### config.mk
export PLATFORM = sky130hd
export DESIGN_NAME = joint_limit_tilt_controller
export DESIGN_NICKNAME = d
export VERILOG_FILES = /design/src/design/jltc_pkg.sv /design/src/design/jltc_div.sv /design/src/design/jltc_datapath.sv /design/src/design/jltc_ctrl.sv /design/src/design/joint_limit_tilt_controller.sv
export SDC_FILE = /design/constraint.sdc
export NUM_CORES = 2
export LEC_CHECK = 0
export BUFFER_PORTS_ARGS = -buffer_cell sky130_fd_sc_hd__buf_2
export CORE_MARGIN = 5
export CORE_UTILIZATION = 65
export CTS_CLUSTER_DIAMETER = 50
export DETAILED_ROUTE_END_ITERATION = 7
export PLACE_DENSITY_LB_ADDON = 0.12
export SLEW_MARGIN = 20
export SYNTH_ARGS = -nofsm -noshare
export SYNTH_HDL_FRONTEND = slang
export SYNTH_HIERARCHICAL = 1
export SYNTH_SLANG_ARGS = --single-unit
### constraint.sdc
create_clock -name clk -period 12.7 [get_ports clk]
set_clock_uncertainty 0.1 [all_clocks]
set_input_delay 0.635 -clock clk [delete_from_list [all_inputs] [get_ports clk]]
set_output_delay 0.635 -clock clk [all_outputs]
set_load 0.1 [all_outputs]
### src/design/jltc_pkg.sv
`default_nettype none

package jltc_pkg;

    typedef enum logic [3:0] {
        ST_IDLE,
        ST_DIV_START,
        ST_LEFT_MUL,
        ST_LEFT_ACC,
        ST_RIGHT_MUL,
        ST_RIGHT_ACC,
        ST_PULL_L_MUL,
        ST_PULL_L_ACC,
        ST_PULL_R_MUL,
        ST_PULL_R_ACC,
        ST_DIV_WAIT,
        ST_SUM
    } state_t;

    // Which offset update the shared multiplier and accumulator work on
    typedef enum logic [1:0] {
        STEP_LEFT,
        STEP_RIGHT,
        STEP_PULL_L,
        STEP_PULL_R
    } step_t;

    typedef struct packed {
        logic  capture;
        logic  div_start;
        logic  mul_en;
        logic  acc_en;
        step_t step;
        logic  load_out;
    } cmd_t;

    typedef struct packed {
        logic div_done;
        logic request;
        logic out_free;
    } status_t;

    localparam logic [2:0] CFG_ROLL_DIVISOR     = 3'd0;
    localparam logic [2:0] CFG_PITCH_DIVISOR    = 3'd1;
    localparam logic [2:0] CFG_LIMIT_GAIN       = 3'd2;
    localparam logic [2:0] CFG_LEFT_HIP_MAX     = 3'd3;
    localparam logic [2:0] CFG_LEFT_ANKLE_MIN   = 3'd4;
    localparam logic [2:0] CFG_RIGHT_HIP_MAX    = 3'd5;
    localparam logic [2:0] CFG_RIGHT_ANKLE_MIN  = 3'd6;

    // 0.05 in Q0.16
    localparam logic [15:0] BONUS_GAIN   = 16'd3277;
    localparam logic [15:0] DIVISOR_RST  = 16'd256;
    localparam int          DIV_STEPS    = 24;
    localparam int          DIV_CNT_W    = $clog2(DIV_STEPS + 1);

endpackage

`default_nettype wire

### src/design/jltc_div.sv
`default_nettype none

// Restoring divider, one quotient bit per cycle
module jltc_div (
    input  wire logic        clk,
    input  wire logic        rst_n,
    input  wire logic        start,
    input  wire logic [23:0] dividend,
    input  wire logic [15:0] divisor,
    output logic             done,
    output logic [23:0]      quotient
);

    logic [jltc_pkg::DIV_CNT_W-1:0] cnt_reg;
    logic [jltc_pkg::DIV_CNT_W-1:0] cnt_next;
    logic [23:0] quo_reg;
    logic [23:0] quo_next;
    logic [15:0] rem_reg;
    logic [15:0] rem_next;
    logic [15:0] div_reg;
    logic [16:0] trial;
    logic [16:0] diff;

    assign trial = {rem_reg, quo_reg[23]};
    assign diff  = trial - {1'b0, div_reg};

    always_comb
    begin
        cnt_next = cnt_reg;
        quo_next = quo_reg;
        rem_next = rem_reg;
        if (start)
        begin
            cnt_next = jltc_pkg::DIV_CNT_W'(jltc_pkg::DIV_STEPS);
            quo_next = dividend;
            rem_next = '0;
        end
        else if (cnt_reg != '0)
        begin
            cnt_next = cnt_reg - jltc_pkg::DIV_CNT_W'(1);
            if (trial >= {1'b0, div_reg})
            begin
                rem_next = diff[15:0];
                quo_next = {quo_reg[22:0], 1'b1};
            end
            else
            begin
                rem_next = trial[15:0];
                quo_next = {quo_reg[22:0], 1'b0};
            end
        end
    end

    always_ff @(posedge clk or negedge rst_n)
    begin
        if (!rst_n)
            cnt_reg <= '0;
        else
            cnt_reg <= cnt_next;
    end

    always_ff @(posedge clk)
    begin
        quo_reg <= quo_next;
        rem_reg <= rem_next;
        if (start)
            div_reg <= (divisor == '0) ? 16'd1 : divisor;
    end

    assign done     = (cnt_reg == '0);
    assign quotient = quo_reg;

endmodule

`default_nettype wire

### src/design/jltc_datapath.sv
`default_nettype none

module jltc_datapath (
    input  wire logic              clk,
    input  wire logic              rst_n,
    input  wire logic              cfg_wr_en,
    input  wire logic [2:0]        cfg_index,
    input  wire logic [15:0]       cfg_wdata,
    input  wire logic [95:0]       s_tdata,
    input  wire logic              s_tuser,
    input  wire jltc_pkg::cmd_t    cmd,
    output jltc_pkg::status_t      status,
    output logic [31:0]            m_tdata,
    output logic                   m_tvalid,
    input  wire logic              m_tready
);

    function automatic logic [23:0] sat24(input logic signed [24:0] v);
        if (v > 25'sd8388607)
            return 24'h7FFFFF;
        else if (v < -25'sd8388608)
            return 24'h800000;
        else
            return v[23:0];
    endfunction

    function automatic logic [15:0] sat16(input logic signed [26:0] v);
        if (v > 27'sd32767)
            return 16'h7FFF;
        else if (v < -27'sd32768)
            return 16'h8000;
        else
            return v[15:0];
    endfunction

    // Excess of a over b, zero when a <= b
    function automatic logic [15:0] excess(input logic [15:0] a, input logic [15:0] b);
        logic signed [16:0] d;
        d = $signed({a[15], a}) - $signed({b[15], b});
        return (d > 17'sd0) ? d[15:0] : 16'd0;
    endfunction

    function automatic logic [15:0] umax(input logic [15:0] a, input logic [15:0] b);
        return (a > b) ? a : b;
    endfunction

    function automatic logic [15:0] umin(input logic [15:0] a, input logic [15:0] b);
        return (a < b) ? a : b;
    endfunction

    logic [15:0] roll_div_reg;
    logic [15:0] pitch_div_reg;
    logic [15:0] gain_reg;
    logic [15:0] lh_max_reg;
    logic [15:0] la_min_reg;
    logic [15:0] rh_max_reg;
    logic [15:0] ra_min_reg;

    logic [15:0] roll_reg;
    logic [15:0] pitch_reg;
    logic        req_reg;
    logic [15:0] lh_reg;
    logic [15:0] la_reg;
    logic [15:0] rh_reg;
    logic [15:0] ra_reg;

    logic [23:0] offset_reg;
    logic [23:0] offset_next;
    logic [31:0] mul_reg;
    logic [31:0] m_tdata_reg;
    logic        m_tvalid_reg;

    always_ff @(posedge clk or negedge rst_n)
    begin
        if (!rst_n)
        begin
            roll_div_reg  <= jltc_pkg::DIVISOR_RST;
            pitch_div_reg <= jltc_pkg::DIVISOR_RST;
            gain_reg      <= '0;
            lh_max_reg    <= '0;
            la_min_reg    <= '0;
            rh_max_reg    <= '0;
            ra_min_reg    <= '0;
        end
        else if (cfg_wr_en)
        begin
            unique case (cfg_index)
                jltc_pkg::CFG_ROLL_DIVISOR:    roll_div_reg  <= cfg_wdata;
                jltc_pkg::CFG_PITCH_DIVISOR:   pitch_div_reg <= cfg_wdata;
                jltc_pkg::CFG_LIMIT_GAIN:      gain_reg      <= cfg_wdata;
                jltc_pkg::CFG_LEFT_HIP_MAX:    lh_max_reg    <= cfg_wdata;
                jltc_pkg::CFG_LEFT_ANKLE_MIN:  la_min_reg    <= cfg_wdata;
                jltc_pkg::CFG_RIGHT_HIP_MAX:   rh_max_reg    <= cfg_wdata;
                jltc_pkg::CFG_RIGHT_ANKLE_MIN: ra_min_reg    <= cfg_wdata;
                default: ;
            endcase
        end
    end

    always_ff @(posedge clk)
    begin
        if (cmd.capture)
        begin
            roll_reg  <= s_tdata[15:0];
            pitch_reg <= s_tdata[31:16];
            lh_reg    <= s_tdata[47:32];
            la_reg    <= s_tdata[63:48];
            rh_reg    <= s_tdata[79:64];
            ra_reg    <= s_tdata[95:80];
            req_reg   <= s_tuser;
        end
    end

    // Attenuation: |angle| * 256 / divisor, sign restored afterwards
    logic        roll_neg;
    logic        pitch_neg;
    logic [15:0] roll_abs;
    logic [15:0] pitch_abs;
    logic [23:0] roll_quo;
    logic [23:0] pitch_quo;
    logic        roll_done;
    logic        pitch_done;

    assign roll_neg  = roll_reg[15];
    assign pitch_neg = pitch_reg[15];
    assign roll_abs  = roll_neg ? (16'd0 - roll_reg) : roll_reg;
    assign pitch_abs = pitch_neg ? (16'd0 - pitch_reg) : pitch_reg;

    jltc_div u_roll_div (
        .clk      (clk),
        .rst_n    (rst_n),
        .start    (cmd.div_start),
        .dividend ({roll_abs, 8'd0}),
        .divisor  (roll_div_reg),
        .done     (roll_done),
        .quotient (roll_quo)
    );

    jltc_div u_pitch_div (
        .clk      (clk),
        .rst_n    (rst_n),
        .start    (cmd.div_start),
        .dividend ({pitch_abs, 8'd0}),
        .divisor  (pitch_div_reg),
        .done     (pitch_done),
        .quotient (pitch_quo)
    );

    logic signed [24:0] roll_q;
    logic signed [24:0] pitch_q;
    logic signed [25:0] roll_att;
    logic signed [25:0] pitch_att;
    logic signed [26:0] roll_sum;

    assign roll_q    = roll_neg ? -$signed({1'b0, roll_quo}) : $signed({1'b0, roll_quo});
    assign pitch_q   = pitch_neg ? -$signed({1'b0, pitch_quo}) : $signed({1'b0, pitch_quo});
    assign roll_att  = 26'($signed(roll_reg)) - 26'(roll_q);
    assign pitch_att = 26'($signed(pitch_reg)) - 26'(pitch_q);
    assign roll_sum  = 27'(roll_att) + 27'($signed(offset_reg));

    // Overshoot and pull-back distances
    logic [15:0] ov_left;
    logic [15:0] ov_right;
    logic [15:0] dist_left;
    logic [15:0] dist_right;
    logic        inside_left;
    logic        inside_right;
    logic [15:0] pull_gain;

    assign ov_left  = umax(excess(lh_reg, lh_max_reg), excess(la_min_reg, la_reg));
    assign ov_right = umax(excess(rh_reg, rh_max_reg), excess(ra_min_reg, ra_reg));
    assign inside_left  = ($signed(la_reg) > $signed(la_min_reg)) &&
                          ($signed(lh_reg) < $signed(lh_max_reg));
    assign inside_right = ($signed(ra_reg) > $signed(ra_min_reg)) &&
                          ($signed(rh_reg) < $signed(rh_max_reg));
    assign dist_left  = umin(excess(lh_max_reg, lh_reg), excess(la_reg, la_min_reg));
    assign dist_right = umin(excess(rh_max_reg, rh_reg), excess(ra_reg, ra_min_reg));
    assign pull_gain  = (gain_reg == '0) ? jltc_pkg::BONUS_GAIN : gain_reg;

    logic [15:0] gain_sel;
    logic [15:0] amt_sel;

    always_comb
    begin
        unique case (cmd.step)
            jltc_pkg::STEP_LEFT:
            begin
                gain_sel = gain_reg;
                amt_sel  = ov_left;
            end
            jltc_pkg::STEP_RIGHT:
            begin
                gain_sel = gain_reg;
                amt_sel  = ov_right;
            end
            jltc_pkg::STEP_PULL_L:
            begin
                gain_sel = pull_gain;
                amt_sel  = dist_left;
            end
            jltc_pkg::STEP_PULL_R:
            begin
                gain_sel = pull_gain;
                amt_sel  = dist_right;
            end
            default:
            begin
                gain_sel = gain_reg;
                amt_sel  = ov_left;
            end
        endcase
    end

    always_ff @(posedge clk)
    begin
        if (cmd.mul_en)
            mul_reg <= gain_sel * amt_sel;
    end

    logic [15:0]        scaled;
    logic signed [24:0] ofs_ext;
    logic signed [24:0] ofs_neg;
    logic signed [24:0] dist_ext;

    assign scaled  = mul_reg[31:16];
    assign ofs_ext = 25'($signed(offset_reg));
    assign ofs_neg = -ofs_ext;

    always_comb
    begin
        offset_next = offset_reg;
        dist_ext    = '0;
        unique case (cmd.step)
            jltc_pkg::STEP_LEFT:
                offset_next = sat24(ofs_ext - $signed({9'd0, scaled}));
            jltc_pkg::STEP_RIGHT:
                offset_next = sat24(ofs_ext + $signed({9'd0, scaled}));
            jltc_pkg::STEP_PULL_L:
            begin
                dist_ext = $signed({9'd0, dist_left});
                if (inside_left && offset_reg[23])
                begin
                    if (dist_ext > ofs_neg)
                        offset_next = '0;
                    else
                        offset_next = offset_reg + {8'd0, scaled};
                end
            end
            jltc_pkg::STEP_PULL_R:
            begin
                dist_ext = $signed({9'd0, dist_right});
                if (inside_right && !offset_reg[23] && offset_reg != '0)
                begin
                    if (dist_ext > ofs_ext)
                        offset_next = '0;
                    else
                        offset_next = offset_reg - {8'd0, scaled};
                end
            end
            default: ;
        endcase
    end

    always_ff @(posedge clk or negedge rst_n)
    begin
        if (!rst_n)
            offset_reg <= '0;
        else if (cmd.acc_en)
            offset_reg <= offset_next;
    end

    // Output register: hold until the transfer completes
    always_ff @(posedge clk or negedge rst_n)
    begin
        if (!rst_n)
            m_tvalid_reg <= 1'b0;
        else if (cmd.load_out)
            m_tvalid_reg <= 1'b1;
        else if (m_tready)
            m_tvalid_reg <= 1'b0;
    end

    always_ff @(posedge clk)
    begin
        if (cmd.load_out)
            m_tdata_reg <= {sat16(27'(pitch_att)), sat16(roll_sum)};
    end

    assign m_tdata  = m_tdata_reg;
    assign m_tvalid = m_tvalid_reg;

    assign status.div_done = roll_done & pitch_done;
    assign status.request  = req_reg;
    assign status.out_free = !m_tvalid_reg || m_tready;

endmodule

`default_nettype wire

### src/design/jltc_ctrl.sv
`default_nettype none

module jltc_ctrl (
    input  wire logic              clk,
    input  wire logic              rst_n,
    input  wire logic              s_tvalid,
    output logic                   s_tready,
    input  wire jltc_pkg::status_t status,
    output jltc_pkg::cmd_t         cmd
);

    jltc_pkg::state_t state_reg;
    jltc_pkg::state_t state_next;

    always_ff @(posedge clk or negedge rst_n)
    begin
        if (!rst_n)
            state_reg <= jltc_pkg::ST_IDLE;
        else
            state_reg <= state_next;
    end

    always_comb
    begin
        state_next = state_reg;
        unique case (state_reg)
            jltc_pkg::ST_IDLE:
                if (s_tvalid)
                    state_next = jltc_pkg::ST_DIV_START;
            jltc_pkg::ST_DIV_START:
                state_next = status.request ? jltc_pkg::ST_LEFT_MUL : jltc_pkg::ST_DIV_WAIT;
            jltc_pkg::ST_LEFT_MUL:    state_next = jltc_pkg::ST_LEFT_ACC;
            jltc_pkg::ST_LEFT_ACC:    state_next = jltc_pkg::ST_RIGHT_MUL;
            jltc_pkg::ST_RIGHT_MUL:   state_next = jltc_pkg::ST_RIGHT_ACC;
            jltc_pkg::ST_RIGHT_ACC:   state_next = jltc_pkg::ST_PULL_L_MUL;
            jltc_pkg::ST_PULL_L_MUL:  state_next = jltc_pkg::ST_PULL_L_ACC;
            jltc_pkg::ST_PULL_L_ACC:  state_next = jltc_pkg::ST_PULL_R_MUL;
            jltc_pkg::ST_PULL_R_MUL:  state_next = jltc_pkg::ST_PULL_R_ACC;
            jltc_pkg::ST_PULL_R_ACC:  state_next = jltc_pkg::ST_DIV_WAIT;
            jltc_pkg::ST_DIV_WAIT:
                if (status.div_done)
                    state_next = jltc_pkg::ST_SUM;
            jltc_pkg::ST_SUM:
                if (status.out_free)
                    state_next = jltc_pkg::ST_IDLE;
            default:
                state_next = jltc_pkg::ST_IDLE;
        endcase
    end

    always_comb
    begin
        cmd       = '0;
        cmd.step  = jltc_pkg::STEP_LEFT;
        s_tready  = 1'b0;
        unique case (state_reg)
            jltc_pkg::ST_IDLE:
            begin
                s_tready    = 1'b1;
                cmd.capture = s_tvalid;
            end
            jltc_pkg::ST_DIV_START:
                cmd.div_start = 1'b1;
            jltc_pkg::ST_LEFT_MUL:
                cmd.mul_en = 1'b1;
            jltc_pkg::ST_LEFT_ACC:
                cmd.acc_en = 1'b1;
            jltc_pkg::ST_RIGHT_MUL:
            begin
                cmd.mul_en = 1'b1;
                cmd.step   = jltc_pkg::STEP_RIGHT;
            end
            jltc_pkg::ST_RIGHT_ACC:
            begin
                cmd.acc_en = 1'b1;
                cmd.step   = jltc_pkg::STEP_RIGHT;
            end
            jltc_pkg::ST_PULL_L_MUL:
            begin
                cmd.mul_en = 1'b1;
                cmd.step   = jltc_pkg::STEP_PULL_L;
            end
            jltc_pkg::ST_PULL_L_ACC:
            begin
                cmd.acc_en = 1'b1;
                cmd.step   = jltc_pkg::STEP_PULL_L;
            end
            jltc_pkg::ST_PULL_R_MUL:
            begin
                cmd.mul_en = 1'b1;
                cmd.step   = jltc_pkg::STEP_PULL_R;
            end
            jltc_pkg::ST_PULL_R_ACC:
            begin
                cmd.acc_en = 1'b1;
                cmd.step   = jltc_pkg::STEP_PULL_R;
            end
            jltc_pkg::ST_DIV_WAIT: ;
            jltc_pkg::ST_SUM:
                cmd.load_out = status.out_free;
            default: ;
        endcase
    end

endmodule

`default_nettype wire

### src/design/joint_limit_tilt_controller.sv
// An input transfer leads to a result on m_tvalid once the output is free; a new input
// is taken only after that result is loaded. The 24-step restoring dividers for the
// roll and pitch attenuation set the pace, the offset update runs alongside them.
// A result held in the output register does not block the next input transfer.
// Reset (rst_n low, asynchronous): divisors to 256, gain and limits to zero,
// roll offset to zero, no result pending.
`default_nettype none

module joint_limit_tilt_controller (
    input  wire logic        clk,
    input  wire logic        rst_n,
    input  wire logic        cfg_wr_en,
    input  wire logic [2:0]  cfg_index,
    input  wire logic [15:0] cfg_wdata,
    input  wire logic        s_tvalid,
    output logic             s_tready,
    // body_roll, body_pitch, left_hip_roll, left_ankle_roll,
    // right_hip_roll, right_ankle_roll
    input  wire logic [95:0] s_tdata,
    // request_present
    input  wire logic        s_tuser,
    output logic             m_tvalid,
    input  wire logic        m_tready,
    // tilt_roll, tilt_pitch
    output logic [31:0]      m_tdata
);

    jltc_pkg::cmd_t    cmd;
    jltc_pkg::status_t status;

    jltc_ctrl u_ctrl (
        .clk      (clk),
        .rst_n    (rst_n),
        .s_tvalid (s_tvalid),
        .s_tready (s_tready),
        .status   (status),
        .cmd      (cmd)
    );

    jltc_datapath u_datapath (
        .clk       (clk),
        .rst_n     (rst_n),
        .cfg_wr_en (cfg_wr_en),
        .cfg_index (cfg_index),
        .cfg_wdata (cfg_wdata),
        .s_tdata   (s_tdata),
        .s_tuser   (s_tuser),
        .cmd       (cmd),
        .status    (status),
        .m_tdata   (m_tdata),
        .m_tvalid  (m_tvalid),
        .m_tready  (m_tready)
    );

endmodule

`default_nettype wire

After elaboration in Yosys (flattened, before gate mapping)
Index checks and enable logic that the tools add are counted.

storage, ports and cells
  flip-flop bits (word level) = 424
  input port bits = 121
  output and inout port bits = 34
  word-level logic and storage cells = 203

operators by class
  add/sub/neg operators = 24
  $mul = 1
  magnitude comparators = 28
  eq/ne operators = 25
  mux-type cells = 56
  bitwise gates (word level) = 1
  reduce and logical (&&, ||, !) cells = 38

operators with widths
  cell                   count
  $mux 16                19
  $mux 24                12
  $gt 17x1->1 const B    8
  $sub 16x16->17         8
  $pmux 24 s4            1
  $neg 24->25            3
  $gt 16x16->1           4
  $lt 16x16->1           4
  $pmux 16 s4            1
  $sub 16x25->26         2
  $gt 25x24->1 const B   2
  $lt 25x24->1 const B   2
  $mux 25                2
  $logic_not 16->1       3
  $pmux 4 s12            1
  $ge 17x16->1           2
  $mul 16x16->32         1
  $pmux 16 s2            1
  $sub 1x16->16 const A  2
  $sub 16x16->16         2
  $add 26x24->27         1
  $gt 27x16->1 const B   1
  $lt 27x16->1 const B   1
  $gt 26x16->1 const B   1
  other kinds (38)       89

Longest topological paths before layout
  depth in word-level cells = 9
  mapped depth = 54

Modules after synthesis
Netlist, hierarchy kept.

modules (own cells, without submodules)
  module                             instances  cells an instance  area an instance (µm²)  sequential area each (µm²)
  jltc_datapath                      1          4414               37667.4                 7785.0
  jltc_div (u_datapath.u_roll_div)   1          351                3567.2                  1646.6
  jltc_div (u_datapath.u_pitch_div)  1          336                3543.4                  1646.6
  jltc_ctrl                          1          35                 326.6                   100.1

Least setup slack after synthesis
No wires, ideal clock.

  kind = register -> register
  start point = register u_datapath.rh_reg[0]
  end point = register u_datapath.mul_reg[31] (data pin)
  arrival = 11.344 ns
  required time = 12.443 ns
  setup slack = 1.099 ns
  cell stages (with the launch flop) = 52
  clock period less this slack = 11.601 ns
  cells stage by stage = edfxtp_1 > inv_1 > ha_1 > inv_1 > fa_1 > a211oi_1 > o21bai_1 > o311a_1 > or2_2 > xnor2_1 > inv_1 > nor4_1 > nand4_1 > o21bai_1 > nor2_1 > ha_1 > nand4_1 > or4_1 > [... 16 more ...] > fa_1 > inv_1 > fa_1 > inv_1 > ha_1 > clkbuf_1 > a21oi_1 > o21ai_0 > a21oi_1 > nor2b_1 > o21ai_0 > nand2b_1 > a21oi_1 > a21oi_1 > a41oi_1 > o21ai_0 > and4_1 > nor3_1

between the ends
  word-level cells in the longest chain between the ends = 7
  elaborated cells on any way between the ends = 12
  classes of those cells = add/sub: 2; mul: 1; order compare: 4; mux: 5

ends and longest elaborated chain
  item                                                 RTL line                                  source
  start, declared                                      jltc_datapath.sv:64                       logic [15:0] rh_reg;
  start signal, assigned                               jltc_datapath.sv:108                      rh_reg <= s_tdata[79:64];
  $sub 16x16->17                                       jltc_datapath.sv:39                       d = $signed({a[15], a}) - $signed({b[15], b});
  $gt 17x1->1                                          jltc_datapath.sv:40                       return (d > 17'sd0) ? d[15:0] : 16'd0;
  $mux 16                                              jltc_datapath.sv:40
  $lt 16x16->1 / $gt 16x16->1 (equally long branches)  jltc_datapath.sv:48, jltc_datapath.sv:44
  $mux 16, on equally long branches                    jltc_datapath.sv:48, jltc_datapath.sv:44
  $pmux 16 s4 *                                        jltc_datapath.sv:185                      unique case (cmd.step)
  $mul 16x16->32 *                                     jltc_datapath.sv:217                      mul_reg <= gain_sel * amt_sel;
  end signal, assigned                                 jltc_datapath.sv:217
  end, declared                                        jltc_datapath.sv:69                       logic [31:0] mul_reg;

Every way passes the cells marked *; elsewhere a longest branch is shown, timed or not.
A chain may end at the register's enable or synchronous reset.

Worst setup path in the final report
  start point = register u_datapath.ra_min_reg[1]
  end point = register u_datapath.mul_reg[31] (data pin)

between the ends
  word-level cells in the longest chain between the ends = 7
  elaborated cells on any way between the ends = 12
  classes of those cells = add/sub: 2; mul: 1; order compare: 4; mux: 5

ends and longest elaborated chain
  item                                                 RTL line                                  source
  start, declared                                      jltc_datapath.sv:57                       logic [15:0] ra_min_reg;
  start signal, assigned                               jltc_datapath.sv:94                       jltc_pkg::CFG_RIGHT_ANKLE_MIN: ra_min_reg <= cfg_wdata;
  $sub 16x16->17                                       jltc_datapath.sv:39
  $gt 17x1->1                                          jltc_datapath.sv:40
  $mux 16                                              jltc_datapath.sv:40
  $lt 16x16->1 / $gt 16x16->1 (equally long branches)  jltc_datapath.sv:48, jltc_datapath.sv:44
  $mux 16, on equally long branches                    jltc_datapath.sv:48, jltc_datapath.sv:44
  $pmux 16 s4 *                                        jltc_datapath.sv:185
  $mul 16x16->32 *                                     jltc_datapath.sv:217

Marked as above.

==> results.ini <==
[sta]
tightestPinTransition_ps = 1110
period_minus_slack_ps = 12200
hold-worst-slack_ps = 53.2
totalNegativeSetupSlack_ps = 0
drv_slew = 0
period_share_pct = 96.1
slew_headroom_pct = 24.3
setup_violations = 0
hold_viol = 0
max_freq_ghz = 0.0819

[min_path]
min_path_type = input port to flop

[outcome]
status = finished, final reports clean

[synth]
syn-cell-area_mm2 = 0.0451
synth-adder-area-share_pct = 22.5
synth_top_area_share_pct = 15.0
synthFlopType = edfxtp_1
synth_seq_area_share_pct = 24.8
synth_warnings = 6
postSynthCellCount = 5136
yosys-top-cells-count = 553 x inv_1, 456 x ha_1, 382 x nand2_1, 302 x nor2_1, 286 x o21ai_0
synth_compound_area_share_pct = 19.0
avgSynthCellArea_um2 = 8.78
synth.area.top_cells = edfxtp_1 15%, ha_1 13%, fa_1 9.8%
synth.ff_latch_count = 408
synth_edf_count = 225
synth.largest_area_cell = edfxtp_1
yosys.area_share.xor_xnor_pct = 5.34
synth_mux_area_share_pct = 4.04
yosysMostFrequentCell = inv_1
synth_cell_types = 110
synth_top_family_by_area = adder cells
yosys.area_share.simple_pct = 17.3
async_flop_share_pct = 37.0

[setup_path]
crit_path_end_kind = flop
worst-path-max-fanout = 14
worstSetupPathType = flop to flop
worst-path-buf-inv = 5
required_ps = 13040
worst_path_max_delay_cell = o31ai_1
cp_slowest_stage_delay_ps = 570
path_delay_family = compound AO/OA/AOI/OAI gates
cp.arrival_ps = 12550
critPathLaunchType = flop

[die]
die_y_um = 273
die_w_um = 273
initial_utilization_pct = 65.6
num_io_pins = 155
std_cell_rows = 96
dieArea_mm2 = 0.0748
core_area_mm2 = 0.0687

[cts]
cts-htree-levels = 2
clockRootBuffer = clkbuf_16
cts_tree = built
clk_latency_ps = 650
clkTransAtPathRegs_ps = 60
cts_buffer_depth = 3
cts_buffers = 59
cts.sinks = 408

[grt]
grt_util_all_layers_pct = 34.7
grt_max_degree = 81
antenna_found_initial = 5
grt_pass1_wl_mm = 209
grt_pass1_vias = 37881
overflow = 0

[final_layout]
area_growth_syn_to_layout_pct = 8.17
nets = 5972
final_layout_size_suffix_gt1_share_pct = 11.7
fill_cells = 5469
final_area_mm2 = 0.0488
largest_reg_flops = 32

[drt]
wl_mm = 133
vias_per_cell = 6.42
first_pass_iters = 6
routedWlPerCell_um = 21.6
initialDrtViolationCount = 4319
detail-route-antenna-nets = 0
drc_errors = 0
route.vias.total = 39520

[placed_design]
dp.final_hpwl_mm = 102
place_area_mm2 = 0.0465
port_buffers = 154
gp_congestion = 1.06

[run]
maxCapViolCount = 0

[metal layers]
layer	track usage, %	up-vias	wire length, um	share of wire [%]
met5	0	-	13	0.0098
met4	12.9	2	5480	4.1
met3	6.63	326	11800	8.9
met2	55.4	1856	59900	45
met1	47.4	19048	56000	42
li1	-	18288	-	-
[timing repair]
item	in CTS	in global routing
setup endpoints to repair	0	12
hold endpoints to repair	37	0
hold buffers	1	0
buffers inserted	0	16
gates resized for setup	0	19
[through the flow]
stage,setup slack (ps),util [%],cells
floorplan,1100,-,5151
global placement,736,67.7,6026
detailed placement,473,67.7,6026
CTS,366,70.7,6139
global route,-1.73,71.0,6156
finish,496,71.0,6157
[layout make-up]
| class | count | area [um2] | area share (%) |
|---|---|---|---|
| multi-input cells | 3919 | 31000 | 63.5 |
| well taps | 931 | 1160 | 2.39 |
| inverters | 554 | 2080 | 4.26 |
| repair buffers | 232 | 1370 | 2.81 |
| clock buffers | 71 | 1550 | 3.18 |
| clock inverters | 41 | 445 | 0.913 |
| diodes | 1 | 2.50 | 0.00513 |
| flip-flops and latches | 408 | 11200 | 22.9 |
[worst paths after layout]
path	from	endpoint	slack [ps]	cells after the start
min reg2reg	u_datapath/roll_div_reg[15]	u_datapath/u_roll_div/div_reg[15]	380	0
max reg2reg	u_datapath/ra_min_reg[1]	u_datapath/mul_reg[31]	500	42
max in group asynchronous	rst_n	u_datapath/pitch_div_reg[11]	10730	3
min in group asynchronous	rst_n	u_datapath/offset_reg[11]	450	2
min	s_tdata[55]	u_datapath/la_reg[7]	50	1
max	u_datapath/ra_min_reg[1]	u_datapath/mul_reg[31]	500	42
[cell families (layout without fill, tap and decap cells)]
kind of cell,count (synthesis),in the layout
AND/OR/NAND/NOR,1528,1528
other,1,17
flip-flops,408,408
AO/OA/AOI/OAI,1267,1267
adder cells (fa/ha/maj),677,677
buffers and inverters,824,898
multiplexers,157,157
XOR/XNOR,274,274
[cell usage in the layout, fill, tap and decap left out, types with 18 or more instances in the layout]
master	instances
inv_1	553
ha_1	456
nand2_1	382
nor2_1	300
o21ai_0	285
a21oi_1	250
edfxtp_1	225
fa_1	221
xnor2_1	172
buf_2	153
dfrtp_1	149
mux2_2	140
nand3_1	136
a21o_1	109
and2_1	107
xor2_1	99
nor3_1	97
o21a_1	76
buf_4	76
nand2b_1	70
nor2b_1	67
clkbuf_16	59
a211oi_1	58
or3_1	53
o31ai_1	51
nor4_1	49
and3_1	48
nand4_1	46
or2_2	43
a31oi_1	42
o41ai_1	32
dfxtp_1	32
o211ai_1	31
or4_1	30
o21bai_1	30
a311oi_1	20
a41oi_1	19
a31o_2	18
Power is left out: the tool's default activity adds up to more than one toggle a clock period on the data nets, which glitch-free logic cannot reach.
